$ cat src/design/b2s_pkg.sv
`timescale 1ns / 1ps

package b2s_pkg;

    localparam int BLOCK_BYTES = 64;
    localparam int ROUNDS      = 10;

    localparam logic [3:0] LAST_ROUND = 4'(ROUNDS - 1);
    localparam logic [3:0] LAST_HS    = 4'd15;

    localparam logic [5:0] DL_RESET = 6'd32;
    localparam logic [5:0] DL_MAX   = 6'd32;

    localparam logic [31:0] IV [8] = '{
        32'h6a09e667, 32'hbb67ae85, 32'h3c6ef372, 32'ha54ff53a,
        32'h510e527f, 32'h9b05688c, 32'h1f83d9ab, 32'h5be0cd19
    };

    localparam logic [31:0] PARAM_FANOUT_DEPTH = 32'h01010000;

    localparam logic [3:0] SIGMA [10][16] = '{
        '{ 4'd0,  4'd1,  4'd2,  4'd3,  4'd4,  4'd5,  4'd6,  4'd7,
           4'd8,  4'd9,  4'd10, 4'd11, 4'd12, 4'd13, 4'd14, 4'd15 },
        '{ 4'd14, 4'd10, 4'd4,  4'd8,  4'd9,  4'd15, 4'd13, 4'd6,
           4'd1,  4'd12, 4'd0,  4'd2,  4'd11, 4'd7,  4'd5,  4'd3 },
        '{ 4'd11, 4'd8,  4'd12, 4'd0,  4'd5,  4'd2,  4'd15, 4'd13,
           4'd10, 4'd14, 4'd3,  4'd6,  4'd7,  4'd1,  4'd9,  4'd4 },
        '{ 4'd7,  4'd9,  4'd3,  4'd1,  4'd13, 4'd12, 4'd11, 4'd14,
           4'd2,  4'd6,  4'd5,  4'd10, 4'd4,  4'd0,  4'd15, 4'd8 },
        '{ 4'd9,  4'd0,  4'd5,  4'd7,  4'd2,  4'd4,  4'd10, 4'd15,
           4'd14, 4'd1,  4'd11, 4'd12, 4'd6,  4'd8,  4'd3,  4'd13 },
        '{ 4'd2,  4'd12, 4'd6,  4'd10, 4'd0,  4'd11, 4'd8,  4'd3,
           4'd4,  4'd13, 4'd7,  4'd5,  4'd15, 4'd14, 4'd1,  4'd9 },
        '{ 4'd12, 4'd5,  4'd1,  4'd15, 4'd14, 4'd13, 4'd4,  4'd10,
           4'd0,  4'd7,  4'd6,  4'd3,  4'd9,  4'd2,  4'd8,  4'd11 },
        '{ 4'd13, 4'd11, 4'd7,  4'd14, 4'd12, 4'd1,  4'd3,  4'd9,
           4'd5,  4'd0,  4'd15, 4'd4,  4'd8,  4'd6,  4'd2,  4'd10 },
        '{ 4'd6,  4'd15, 4'd14, 4'd9,  4'd11, 4'd3,  4'd0,  4'd8,
           4'd12, 4'd2,  4'd13, 4'd7,  4'd1,  4'd4,  4'd10, 4'd5 },
        '{ 4'd10, 4'd2,  4'd8,  4'd4,  4'd7,  4'd6,  4'd1,  4'd5,
           4'd15, 4'd11, 4'd9,  4'd14, 4'd3,  4'd12, 4'd13, 4'd0 }
    };

    typedef struct packed {
        logic       wr_byte;
        logic       wr_pending;
        logic       start_comp;
        logic       is_final;
        logic       init_v;
        logic       mix;
        logic       fold;
        logic       restart;
        logic [3:0] hs;
        logic [3:0] rd_round;
        logic [3:0] rd_hs;
        logic [2:0] out_idx;
    } cmd_t;

    typedef struct packed {
        logic       full;
        logic [2:0] last_idx;
    } sts_t;

    function automatic logic [3:0] sigma_idx(input logic [3:0] rnd, input logic [3:0] pos);
        logic [3:0] res;
        res = '0;
        if (rnd <= LAST_ROUND)
        begin
            res = SIGMA[rnd][pos];
        end
        return res;
    endfunction

endpackage

$ cat src/design/b2s_if.sv
`timescale 1ns / 1ps

interface b2s_msg_if;
    logic       valid;
    logic       ready;
    logic       command;
    logic [7:0] data_byte;
    modport source (output valid, command, data_byte, input ready);
    modport sink (input valid, command, data_byte, output ready);
endinterface

interface b2s_digest_if;
    logic        valid;
    logic        ready;
    logic [31:0] digest_word;
    logic [2:0]  word_index;
    logic        last_word;
    modport source (output valid, digest_word, word_index, last_word, input ready);
    modport sink (input valid, digest_word, word_index, last_word, output ready);
endinterface

interface b2s_cfg_if;
    logic       valid;
    logic       ready;
    logic [5:0] out_len;
    modport source (output valid, out_len, input ready);
    modport sink (input valid, out_len, output ready);
endinterface

$ cat src/design/b2s_ctrl.sv
`timescale 1ns / 1ps

module b2s_ctrl (
    input  logic            clk,
    input  logic            rst_n,
    input  logic            msg_valid,
    input  logic            msg_command,
    output logic            msg_ready,
    output logic            out_valid,
    input  logic            out_ready,
    input  b2s_pkg::sts_t   sts,
    output b2s_pkg::cmd_t   cmd
);

    localparam logic [2:0] S_IDLE  = 3'd0;
    localparam logic [2:0] S_PRIME = 3'd1;
    localparam logic [2:0] S_MIX   = 3'd2;
    localparam logic [2:0] S_FOLD  = 3'd3;
    localparam logic [2:0] S_OUT   = 3'd4;

    logic [2:0] state_reg, state_next;
    logic [3:0] round_reg, round_next;
    logic [3:0] hs_reg, hs_next;
    logic [2:0] k_reg, k_next;
    logic       pend_reg, pend_next;
    logic       msg_fire;
    logic       last_step;

    assign msg_ready = (state_reg == S_IDLE);
    assign out_valid = (state_reg == S_OUT);
    assign msg_fire  = msg_valid && msg_ready;
    assign last_step = (round_reg == b2s_pkg::LAST_ROUND) && (hs_reg == b2s_pkg::LAST_HS);

    always_comb
    begin
        state_next = state_reg;
        round_next = round_reg;
        hs_next    = hs_reg;
        k_next     = k_reg;
        pend_next  = pend_reg;
        cmd        = '0;
        cmd.hs     = hs_reg;
        cmd.out_idx = k_reg;
        unique case (state_reg)
            S_IDLE:
            begin
                if (msg_fire)
                begin
                    if (!msg_command && !sts.full)
                    begin
                        cmd.wr_byte = 1'b1;
                    end
                    else
                    begin
                        cmd.start_comp = 1'b1;
                        cmd.is_final   = msg_command;
                        pend_next      = !msg_command;
                        state_next     = S_PRIME;
                    end
                end
            end
            S_PRIME:
            begin
                cmd.init_v = 1'b1;
                round_next = '0;
                hs_next    = '0;
                state_next = S_MIX;
            end
            S_MIX:
            begin
                cmd.mix = 1'b1;
                if (last_step)
                begin
                    state_next = S_FOLD;
                end
                else if (hs_reg == b2s_pkg::LAST_HS)
                begin
                    round_next = round_reg + 4'd1;
                    hs_next    = '0;
                end
                else
                begin
                    hs_next = hs_reg + 4'd1;
                end
            end
            S_FOLD:
            begin
                cmd.fold = 1'b1;
                k_next   = '0;
                if (pend_reg)
                begin
                    cmd.wr_pending = 1'b1;
                    state_next     = S_IDLE;
                end
                else
                begin
                    state_next = S_OUT;
                end
            end
            S_OUT:
            begin
                if (out_ready)
                begin
                    if (k_reg == sts.last_idx)
                    begin
                        cmd.restart = 1'b1;
                        state_next  = S_IDLE;
                    end
                    else
                    begin
                        k_next = k_reg + 3'd1;
                    end
                end
            end
            default:
            begin
                state_next = S_IDLE;
            end
        endcase
        // memory read runs one step ahead of the mixer
        cmd.rd_round = round_next;
        cmd.rd_hs    = hs_next;
    end

    always_ff @(posedge clk or negedge rst_n)
    begin
        if (!rst_n)
        begin
            state_reg <= S_IDLE;
            round_reg <= '0;
            hs_reg    <= '0;
            k_reg     <= '0;
            pend_reg  <= 1'b0;
        end
        else
        begin
            state_reg <= state_next;
            round_reg <= round_next;
            hs_reg    <= hs_next;
            k_reg     <= k_next;
            pend_reg  <= pend_next;
        end
    end

    a_ready_excl: assert property (@(posedge clk) disable iff (!rst_n)
        !(msg_ready && out_valid))
        else $error("input and output handshakes overlap");

    a_last_idle: assert property (@(posedge clk) disable iff (!rst_n)
        (out_valid && out_ready && (k_reg == sts.last_idx)) |=> (state_reg == S_IDLE))
        else $error("engine not idle after last digest item");

    a_mix_end: assert property (@(posedge clk) disable iff (!rst_n)
        ((state_reg == S_MIX) && last_step) |=> (state_reg == S_FOLD))
        else $error("compression did not end after ten rounds");

    a_k_range: assert property (@(posedge clk) disable iff (!rst_n)
        out_valid |-> (k_reg <= sts.last_idx))
        else $error("digest word index beyond digest length");

endmodule

$ cat src/design/b2s_datapath.sv
`timescale 1ns / 1ps

module b2s_datapath (
    input  logic            clk,
    input  logic            rst_n,
    input  b2s_pkg::cmd_t   cmd,
    output b2s_pkg::sts_t   sts,
    input  logic [7:0]      data_byte,
    input  logic            cfg_fire,
    input  logic [5:0]      cfg_data,
    output logic [31:0]     digest_word,
    output logic [2:0]      word_index,
    output logic            last_word
);

    logic [5:0]  dl_reg;
    logic [5:0]  dl_new;
    logic        cfg_ok;
    logic        restart;
    logic [31:0] chain_reg [8];
    logic [6:0]  cnt_reg;
    logic [63:0] t_reg;
    logic        final_reg;
    logic [7:0]  hold_reg;

    logic [7:0]  lane_mem [4][16];
    logic [7:0]  rd_reg [4];
    logic [3:0]  raddr_reg;
    logic [3:0]  raddr;
    logic        mem_we;
    logic [5:0]  mem_ptr;
    logic [7:0]  mem_byte;
    logic [31:0] m_word;

    logic [31:0] a_reg [4];
    logic [31:0] b_reg [4];
    logic [31:0] c_reg [4];
    logic [31:0] d_reg [4];
    logic [31:0] na [4];
    logic [31:0] nb [4];
    logic [31:0] nc [4];
    logic [31:0] nd [4];
    logic        diag;
    logic        half;
    logic [31:0] ga, gb, gc, gd;
    logic [31:0] sa, sd, sc, sb;
    logic [31:0] xd, xb;

    logic [1:0]  extra;
    logic [31:0] tail_mask;

    assign cfg_ok  = cfg_fire && (cfg_data >= 6'd1) && (cfg_data <= b2s_pkg::DL_MAX);
    assign dl_new  = cfg_ok ? cfg_data : dl_reg;
    assign restart = cfg_ok || cmd.restart;

    assign sts.full     = (cnt_reg == 7'(b2s_pkg::BLOCK_BYTES));
    assign sts.last_idx = 3'((dl_reg - 6'd1) >> 2);

    // block buffer, one lane per byte of a message word
    assign mem_we   = cmd.wr_byte || cmd.wr_pending;
    assign mem_ptr  = cmd.wr_pending ? 6'd0 : cnt_reg[5:0];
    assign mem_byte = cmd.wr_pending ? hold_reg : data_byte;
    assign raddr    = b2s_pkg::sigma_idx(cmd.rd_round, cmd.rd_hs);

    always_ff @(posedge clk)
    begin
        if (mem_we)
        begin
            lane_mem[mem_ptr[1:0]][mem_ptr[5:2]] <= mem_byte;
        end
        for (int l = 0; l < 4; l++)
        begin
            rd_reg[l] <= lane_mem[l][raddr];
        end
        raddr_reg <= raddr;
    end

    // bytes past the fill level read as zero padding
    always_comb
    begin
        for (int l = 0; l < 4; l++)
        begin
            if ({1'b0, raddr_reg, 2'(l)} < cnt_reg)
            begin
                m_word[8*l +: 8] = rd_reg[l];
            end
            else
            begin
                m_word[8*l +: 8] = 8'h00;
            end
        end
    end

    // half a G mix per cycle on fixed row positions; rows rotate after each G
    assign diag = cmd.hs[3];
    assign half = cmd.hs[0];
    assign ga   = a_reg[0];
    assign gb   = diag ? b_reg[1] : b_reg[0];
    assign gc   = diag ? c_reg[2] : c_reg[0];
    assign gd   = diag ? d_reg[3] : d_reg[0];
    assign sa   = ga + gb + m_word;
    assign xd   = gd ^ sa;
    assign sd   = half ? {xd[7:0], xd[31:8]} : {xd[15:0], xd[31:16]};
    assign sc   = gc + sd;
    assign xb   = gb ^ sc;
    assign sb   = half ? {xb[6:0], xb[31:7]} : {xb[11:0], xb[31:12]};

    always_comb
    begin
        for (int i = 0; i < 4; i++)
        begin
            na[i] = a_reg[i];
            nb[i] = b_reg[i];
            nc[i] = c_reg[i];
            nd[i] = d_reg[i];
        end
        na[0] = sa;
        if (diag)
        begin
            nb[1] = sb;
            nc[2] = sc;
            nd[3] = sd;
        end
        else
        begin
            nb[0] = sb;
            nc[0] = sc;
            nd[0] = sd;
        end
    end

    always_ff @(posedge clk)
    begin
        if (cmd.init_v)
        begin
            for (int i = 0; i < 4; i++)
            begin
                a_reg[i] <= chain_reg[i];
                b_reg[i] <= chain_reg[4 + i];
                c_reg[i] <= b2s_pkg::IV[i];
            end
            d_reg[0] <= b2s_pkg::IV[4] ^ t_reg[31:0];
            d_reg[1] <= b2s_pkg::IV[5] ^ t_reg[63:32];
            d_reg[2] <= b2s_pkg::IV[6] ^ {32{final_reg}};
            d_reg[3] <= b2s_pkg::IV[7];
        end
        else if (cmd.mix)
        begin
            for (int i = 0; i < 4; i++)
            begin
                if (half)
                begin
                    a_reg[i] <= na[(i + 1) % 4];
                    b_reg[i] <= nb[(i + 1) % 4];
                    c_reg[i] <= nc[(i + 1) % 4];
                    d_reg[i] <= nd[(i + 1) % 4];
                end
                else
                begin
                    a_reg[i] <= na[i];
                    b_reg[i] <= nb[i];
                    c_reg[i] <= nc[i];
                    d_reg[i] <= nd[i];
                end
            end
        end
    end

    always_ff @(posedge clk)
    begin
        if (cmd.start_comp)
        begin
            hold_reg <= data_byte;
        end
    end

    always_ff @(posedge clk or negedge rst_n)
    begin
        if (!rst_n)
        begin
            dl_reg    <= b2s_pkg::DL_RESET;
            cnt_reg   <= '0;
            t_reg     <= '0;
            final_reg <= 1'b0;
            for (int i = 0; i < 8; i++)
            begin
                chain_reg[i] <= b2s_pkg::IV[i];
            end
            chain_reg[0] <= b2s_pkg::IV[0] ^ b2s_pkg::PARAM_FANOUT_DEPTH
                            ^ {26'd0, b2s_pkg::DL_RESET};
        end
        else
        begin
            dl_reg <= dl_new;
            if (restart)
            begin
                cnt_reg   <= '0;
                t_reg     <= '0;
                final_reg <= 1'b0;
                for (int i = 0; i < 8; i++)
                begin
                    chain_reg[i] <= b2s_pkg::IV[i];
                end
                chain_reg[0] <= b2s_pkg::IV[0] ^ b2s_pkg::PARAM_FANOUT_DEPTH
                                ^ {26'd0, dl_new};
            end
            else
            begin
                if (cmd.wr_byte)
                begin
                    cnt_reg <= cnt_reg + 7'd1;
                end
                else if (cmd.wr_pending)
                begin
                    cnt_reg <= 7'd1;
                end
                if (cmd.start_comp)
                begin
                    final_reg <= cmd.is_final;
                    t_reg     <= t_reg + (cmd.is_final ? {57'd0, cnt_reg}
                                                       : 64'(b2s_pkg::BLOCK_BYTES));
                end
                if (cmd.fold)
                begin
                    for (int i = 0; i < 4; i++)
                    begin
                        chain_reg[i]     <= chain_reg[i] ^ a_reg[i] ^ c_reg[i];
                        chain_reg[4 + i] <= chain_reg[4 + i] ^ b_reg[i] ^ d_reg[i];
                    end
                end
            end
        end
    end

    assign extra = 2'(~dl_reg + 6'd1);

    always_comb
    begin
        unique case (extra)
            2'd0:    tail_mask = 32'hffffffff;
            2'd1:    tail_mask = 32'h00ffffff;
            2'd2:    tail_mask = 32'h0000ffff;
            default: tail_mask = 32'h000000ff;
        endcase
    end

    assign last_word   = (cmd.out_idx == sts.last_idx);
    assign word_index  = cmd.out_idx;
    assign digest_word = chain_reg[cmd.out_idx] & (last_word ? tail_mask : 32'hffffffff);

endmodule

$ cat src/design/blake2s_hash_engine.sv
`timescale 1ns / 1ps

// Channel   Dir   Payload                                  Accepted when
// msg       in    command, data_byte                       msg.valid & msg.ready
// digest    out   digest_word, word_index, last_word       digest.valid & digest.ready
// cfg       in    out_len                                  cfg.valid & cfg.ready
//
// A byte arriving on a part-filled block is written into it, and msg stays ready.
// A byte arriving on a full block, or a finish, starts a compression: one G unit
// does half a G mix per cycle through the ten rounds, between setup and fold.
// Finish then offers one digest item per cycle, held while digest.ready is low.
// Reset loads the chain for a 32-byte digest; cfg is always ready.

module blake2s_hash_engine (
    input  logic               clk,
    input  logic               rst_n,
    b2s_msg_if.sink            msg,
    b2s_digest_if.source       digest,
    b2s_cfg_if.sink            cfg
);

    b2s_pkg::cmd_t cmd;
    b2s_pkg::sts_t sts;

    assign cfg.ready = 1'b1;

    b2s_ctrl u_ctrl (
        .clk         (clk),
        .rst_n       (rst_n),
        .msg_valid   (msg.valid),
        .msg_command (msg.command),
        .msg_ready   (msg.ready),
        .out_valid   (digest.valid),
        .out_ready   (digest.ready),
        .sts         (sts),
        .cmd         (cmd)
    );

    b2s_datapath u_datapath (
        .clk         (clk),
        .rst_n       (rst_n),
        .cmd         (cmd),
        .sts         (sts),
        .data_byte   (msg.data_byte),
        .cfg_fire    (cfg.valid),
        .cfg_data    (cfg.out_len),
        .digest_word (digest.digest_word),
        .word_index  (digest.word_index),
        .last_word   (digest.last_word)
    );

endmodule
$ cat src/flat_wrapper.sv
// flat-port wrapper written by rule: the top's interface ports become plain ports
module blake2s_hash_engine_flat 
  (clk, rst_n, msg_valid, msg_command, msg_data_byte, msg_ready, digest_valid, digest_digest_word, digest_word_index, digest_last_word, digest_ready, cfg_valid, cfg_out_len, cfg_ready);
  b2s_msg_if msg_i ();
  b2s_digest_if digest_i ();
  b2s_cfg_if cfg_i ();
  input  logic clk;
  input  logic rst_n;
  input wire logic [$bits(msg_i.valid)-1:0] msg_valid;
  input wire logic [$bits(msg_i.command)-1:0] msg_command;
  input wire logic [$bits(msg_i.data_byte)-1:0] msg_data_byte;
  output wire logic [$bits(msg_i.ready)-1:0] msg_ready;
  output wire logic [$bits(digest_i.valid)-1:0] digest_valid;
  output wire logic [$bits(digest_i.digest_word)-1:0] digest_digest_word;
  output wire logic [$bits(digest_i.word_index)-1:0] digest_word_index;
  output wire logic [$bits(digest_i.last_word)-1:0] digest_last_word;
  input wire logic [$bits(digest_i.ready)-1:0] digest_ready;
  input wire logic [$bits(cfg_i.valid)-1:0] cfg_valid;
  input wire logic [$bits(cfg_i.out_len)-1:0] cfg_out_len;
  output wire logic [$bits(cfg_i.ready)-1:0] cfg_ready;
  assign msg_i.valid = msg_valid;
  assign msg_i.command = msg_command;
  assign msg_i.data_byte = msg_data_byte;
  assign msg_ready = msg_i.ready;
  assign digest_valid = digest_i.valid;
  assign digest_digest_word = digest_i.digest_word;
  assign digest_word_index = digest_i.word_index;
  assign digest_last_word = digest_i.last_word;
  assign digest_i.ready = digest_ready;
  assign cfg_i.valid = cfg_valid;
  assign cfg_i.out_len = cfg_out_len;
  assign cfg_ready = cfg_i.ready;
  blake2s_hash_engine u_core (.clk(clk), .rst_n(rst_n), .msg(msg_i), .digest(digest_i), .cfg(cfg_i));
endmodule
$ cat config.mk
export PLATFORM = sky130hd
export DESIGN_NAME = blake2s_hash_engine_flat
export DESIGN_NICKNAME = d
export VERILOG_FILES = /design/src/design/b2s_pkg.sv /design/src/design/b2s_if.sv /design/src/design/b2s_ctrl.sv /design/src/design/b2s_datapath.sv /design/src/design/blake2s_hash_engine.sv /design/src/flat_wrapper.sv
export SDC_FILE = /design/constraint.sdc
export NUM_CORES = 2
export LEC_CHECK = 0
export BUFFER_PORTS_ARGS = -buffer_cell sky130_fd_sc_hd__buf_4
export CAP_MARGIN = 20
export CORE_ASPECT_RATIO = 0.9
export CORE_MARGIN = 2
export CORE_UTILIZATION = 65
export DETAILED_ROUTE_END_ITERATION = 12
export PLACE_DENSITY = 0.81
export SYNTH_ARGS = -nofsm -noshare
export SYNTH_HDL_FRONTEND = slang
export SYNTH_SLANG_ARGS = --single-unit
$ cat constraint.sdc
create_clock -name clk -period 17.3 [get_ports clk]
set_clock_uncertainty 0.1 [all_clocks]
set_input_delay 3.46 -clock clk [delete_from_list [all_inputs] [get_ports clk]]
set_output_delay 3.46 -clock clk [all_outputs]
set_load 0.01 [all_outputs]
==> results.txt <==
XOR/XNOR share of the synthesized area -> 8.434%
fraction of layout cells with a size suffix above 1 -> 10.97%
Max Clock Freq -> 95.28 MHz
min Tclk post-route -> 10.50 ns
gp weighted congestion -> 1.033
Pre-antenna DRT Iters -> 6
DR vias -> 58,820
Num CTS Buffers -> 146
Worst Setup End Kind -> register
most frequent cells after synthesis -> 1,110 x nand2_1, 1,032 x edfxtp_1, 900 x nor2_1
Fin. Hold Viols -> 0
largest net degree at the start of global routing -> 159
post-synthesis sequential area ratio -> 53.31%
warnings from Yosys -> 0
RSZ-0062 raised after global routing -> no
Buffers & Inverters on Critical Path -> 3
Synth Cell Area -> 76,180 um^2
top-count cell post-synth -> nand2_1
# hold bufs at CTS -> 0
Synth Area in Compound Gates -> 10.58%
M3 GR Usage -> 16.20%
asr flop ratio synth -> 24.63%
clock-pin slew on the worst setup and hold paths -> 0.07 ns
status -> completed
largest family of logic cells by synthesized area -> simple AND/OR/NAND/NOR gates
Routed WL per cell -> 30.19 um
io pins -> 59
Slew Viols, Final -> 0
Antenna Nets Post-Route -> 0
Starting Density -> 65.34%
Post-synth EDFFs -> 1,032
setup violators final -> 0
M2 GR Usage -> 58.94%
post-DP HPWL -> 180,200 um
setup_tns -> 0 ns
die height -> 328.8 um
Core ar. -> 116,600 um^2
relative slew slack -> 9.241%
Setup WS pre-CTS -> 7.341 ns
clock sink total -> 1,417
Top delay family on crit path -> compound AO/OA/AOI/OAI gates
Total Wirelength -> 262,800 um
# H-tree levels -> 4
Max stage delay on crit path -> 0.93 ns
Filler cells -> 8,158
critical path class -> reg2reg
Max clock buf depth -> 3
Avg Inst Size Synth -> 10.69 um^2
Die W -> 364.9 um
mux cell area share after synthesis -> 8.216%
Resized cells post-CTS -> 0
number of DRC markers in iteration 0 -> 9,568
vias in the first global route -> 55,210
MaxCap Viol Count -> 0
area added between synthesis and finish -> 8.630%
Mapped Cells -> 7,125
largest cells by area after synthesis -> edfxtp_1 41%, dfrtp_1 7.0%, xnor2_1 7.0%
Vias/cell -> 6.755
CTS tree -> built
final net count -> 7,142
Synth Area in Adders -> 2.352%
Yosys reg bits -> 1,417
final worst slack -> 6.805 ns
Skew-Pair Late Insertion Delay -> 0.83 ns
# DRC -> 0
simple logic cell fraction of the synthesized area -> 14.01%
Buffers on Ports -> 57
Synth top area share -> 40.68%
top_reg_cell synth -> edfxtp_1
max reg flops -> 512
busiest layer in global routing -> met1
startpoint types -> register
post-CTS setup repair buffer count -> 0
initial antenna violation count -> 21
most numerous cell on the critical path -> a21oi_1
CP max stage cell -> dfrtp_4
CP required -> 17.69 ns
Hold Path Class -> reg2reg
total global-route track usage -> 43.74%
Core Rows -> 119
grt ovf -> 0
crit path DAT -> 10.89 ns
CTS Root Cell -> clkbuf_16
die area -> 120,000 um^2
Tightest Pin Transition -> 1.324 ns
period utilization -> 60.66%
Crit Path Max Fanout -> 60
post-synthesis net count -> 7,267
Synth area leader -> edfxtp_1
Synth cell types -> 119
grt met1 use -> 62.34%
first-pass GRT wire length -> 379,200 um
-- final cells by class --
class / instances / area, um^2 / area share [%]
timing repair buffer: 174 / 1386 / 1.675
antenna: 8 / 20.02 / 0.02419
inverter: 142 / 553.0 / 0.6683
multi-input combinational: 5119 / 33290 / 40.23
clock inverter: 73 / 768.2 / 0.9284
tap: 1573 / 1968 / 2.378
clock buffer: 201 / 4134 / 4.996
sequential: 1417 / 40630 / 49.10
-- placed cells by master, fill, tap and decap left out, types with 78 or more instances in the layout --
cell type,synthesis,layout
ha_1,88,88
nand2_1,1110,1106
xnor2_1,608,608
nor2_1,900,896
nor2b_1,80,78
clkbuf_16,0,149
xor2_1,95,95
dfstp_2,136,136
dfrtp_1,213,208
buf_4,17,165
a21oi_1,379,379
mux2i_1,398,398
o21ai_0,287,287
edfxtp_1,1032,1032
a211oi_1,133,133
inv_1,138,135
-- final timing paths --
kind | startpoint | end | slack, ns | cells past startpoint
worst max-delay path | u_core.u_ctrl.hs_reg[3]$_DFF_PN0_ | u_core.u_datapath.b_reg[0][17]$_DFFE_PP_ | 6.80 | 29
worst min-delay path | u_core.u_datapath.cnt_reg[3]$_DFFE_PN0P_ | u_core.u_datapath.cnt_reg[3]$_DFFE_PN0P_ | 0.43 | 1
worst max register to register | u_core.u_ctrl.hs_reg[3]$_DFF_PN0_ | u_core.u_datapath.b_reg[0][17]$_DFFE_PP_ | 6.80 | 29
worst min register to register | u_core.u_datapath.cnt_reg[3]$_DFFE_PN0P_ | u_core.u_datapath.cnt_reg[3]$_DFFE_PN0P_ | 0.43 | 1
max in group asynchronous | rst_n | u_core.u_datapath.chain_reg[16]$_DFFE_PN0P_ | 12.52 | 3
min in group asynchronous | rst_n | u_core.u_datapath.chain_reg[128]$_DFFE_PN0P_ | 2.52 | 1
-- per-layer routing --
layer,up-vias,part of all wire (%)
met5,-,0.057
met4,24,5.4
met3,742,15
met2,4272,41
met1,28890,39
li1,24890,-
-- stage by stage --
stage                     instance area [um^2]  hold slack [ns]  std cells  util (%)
after floorplan                          76180           0.3682       7125         -
after global placement                   77750           0.3826       8416     66.69
after CTS                                82680           0.4203       8694     70.92
after detailed placement                 77780           0.4076       8420     66.72
final                                    82750           0.4268       8707     70.98
after global routing                     82730           0.4426       8699     70.96
-- kinds of logic after synthesis --
kind of cell | after synthesis
DFF | 1417
other | 1
AOI/OAI and AO/OA | 1233
muxes | 531
xor gates and xnor gates | 716
buffers and inverters | 589
and+or+nand+nor | 2515
adders and majority gates | 123
Power is left out: the tool's default activity adds up to more than one toggle a clock period on the data nets, which glitch-free logic cannot reach.
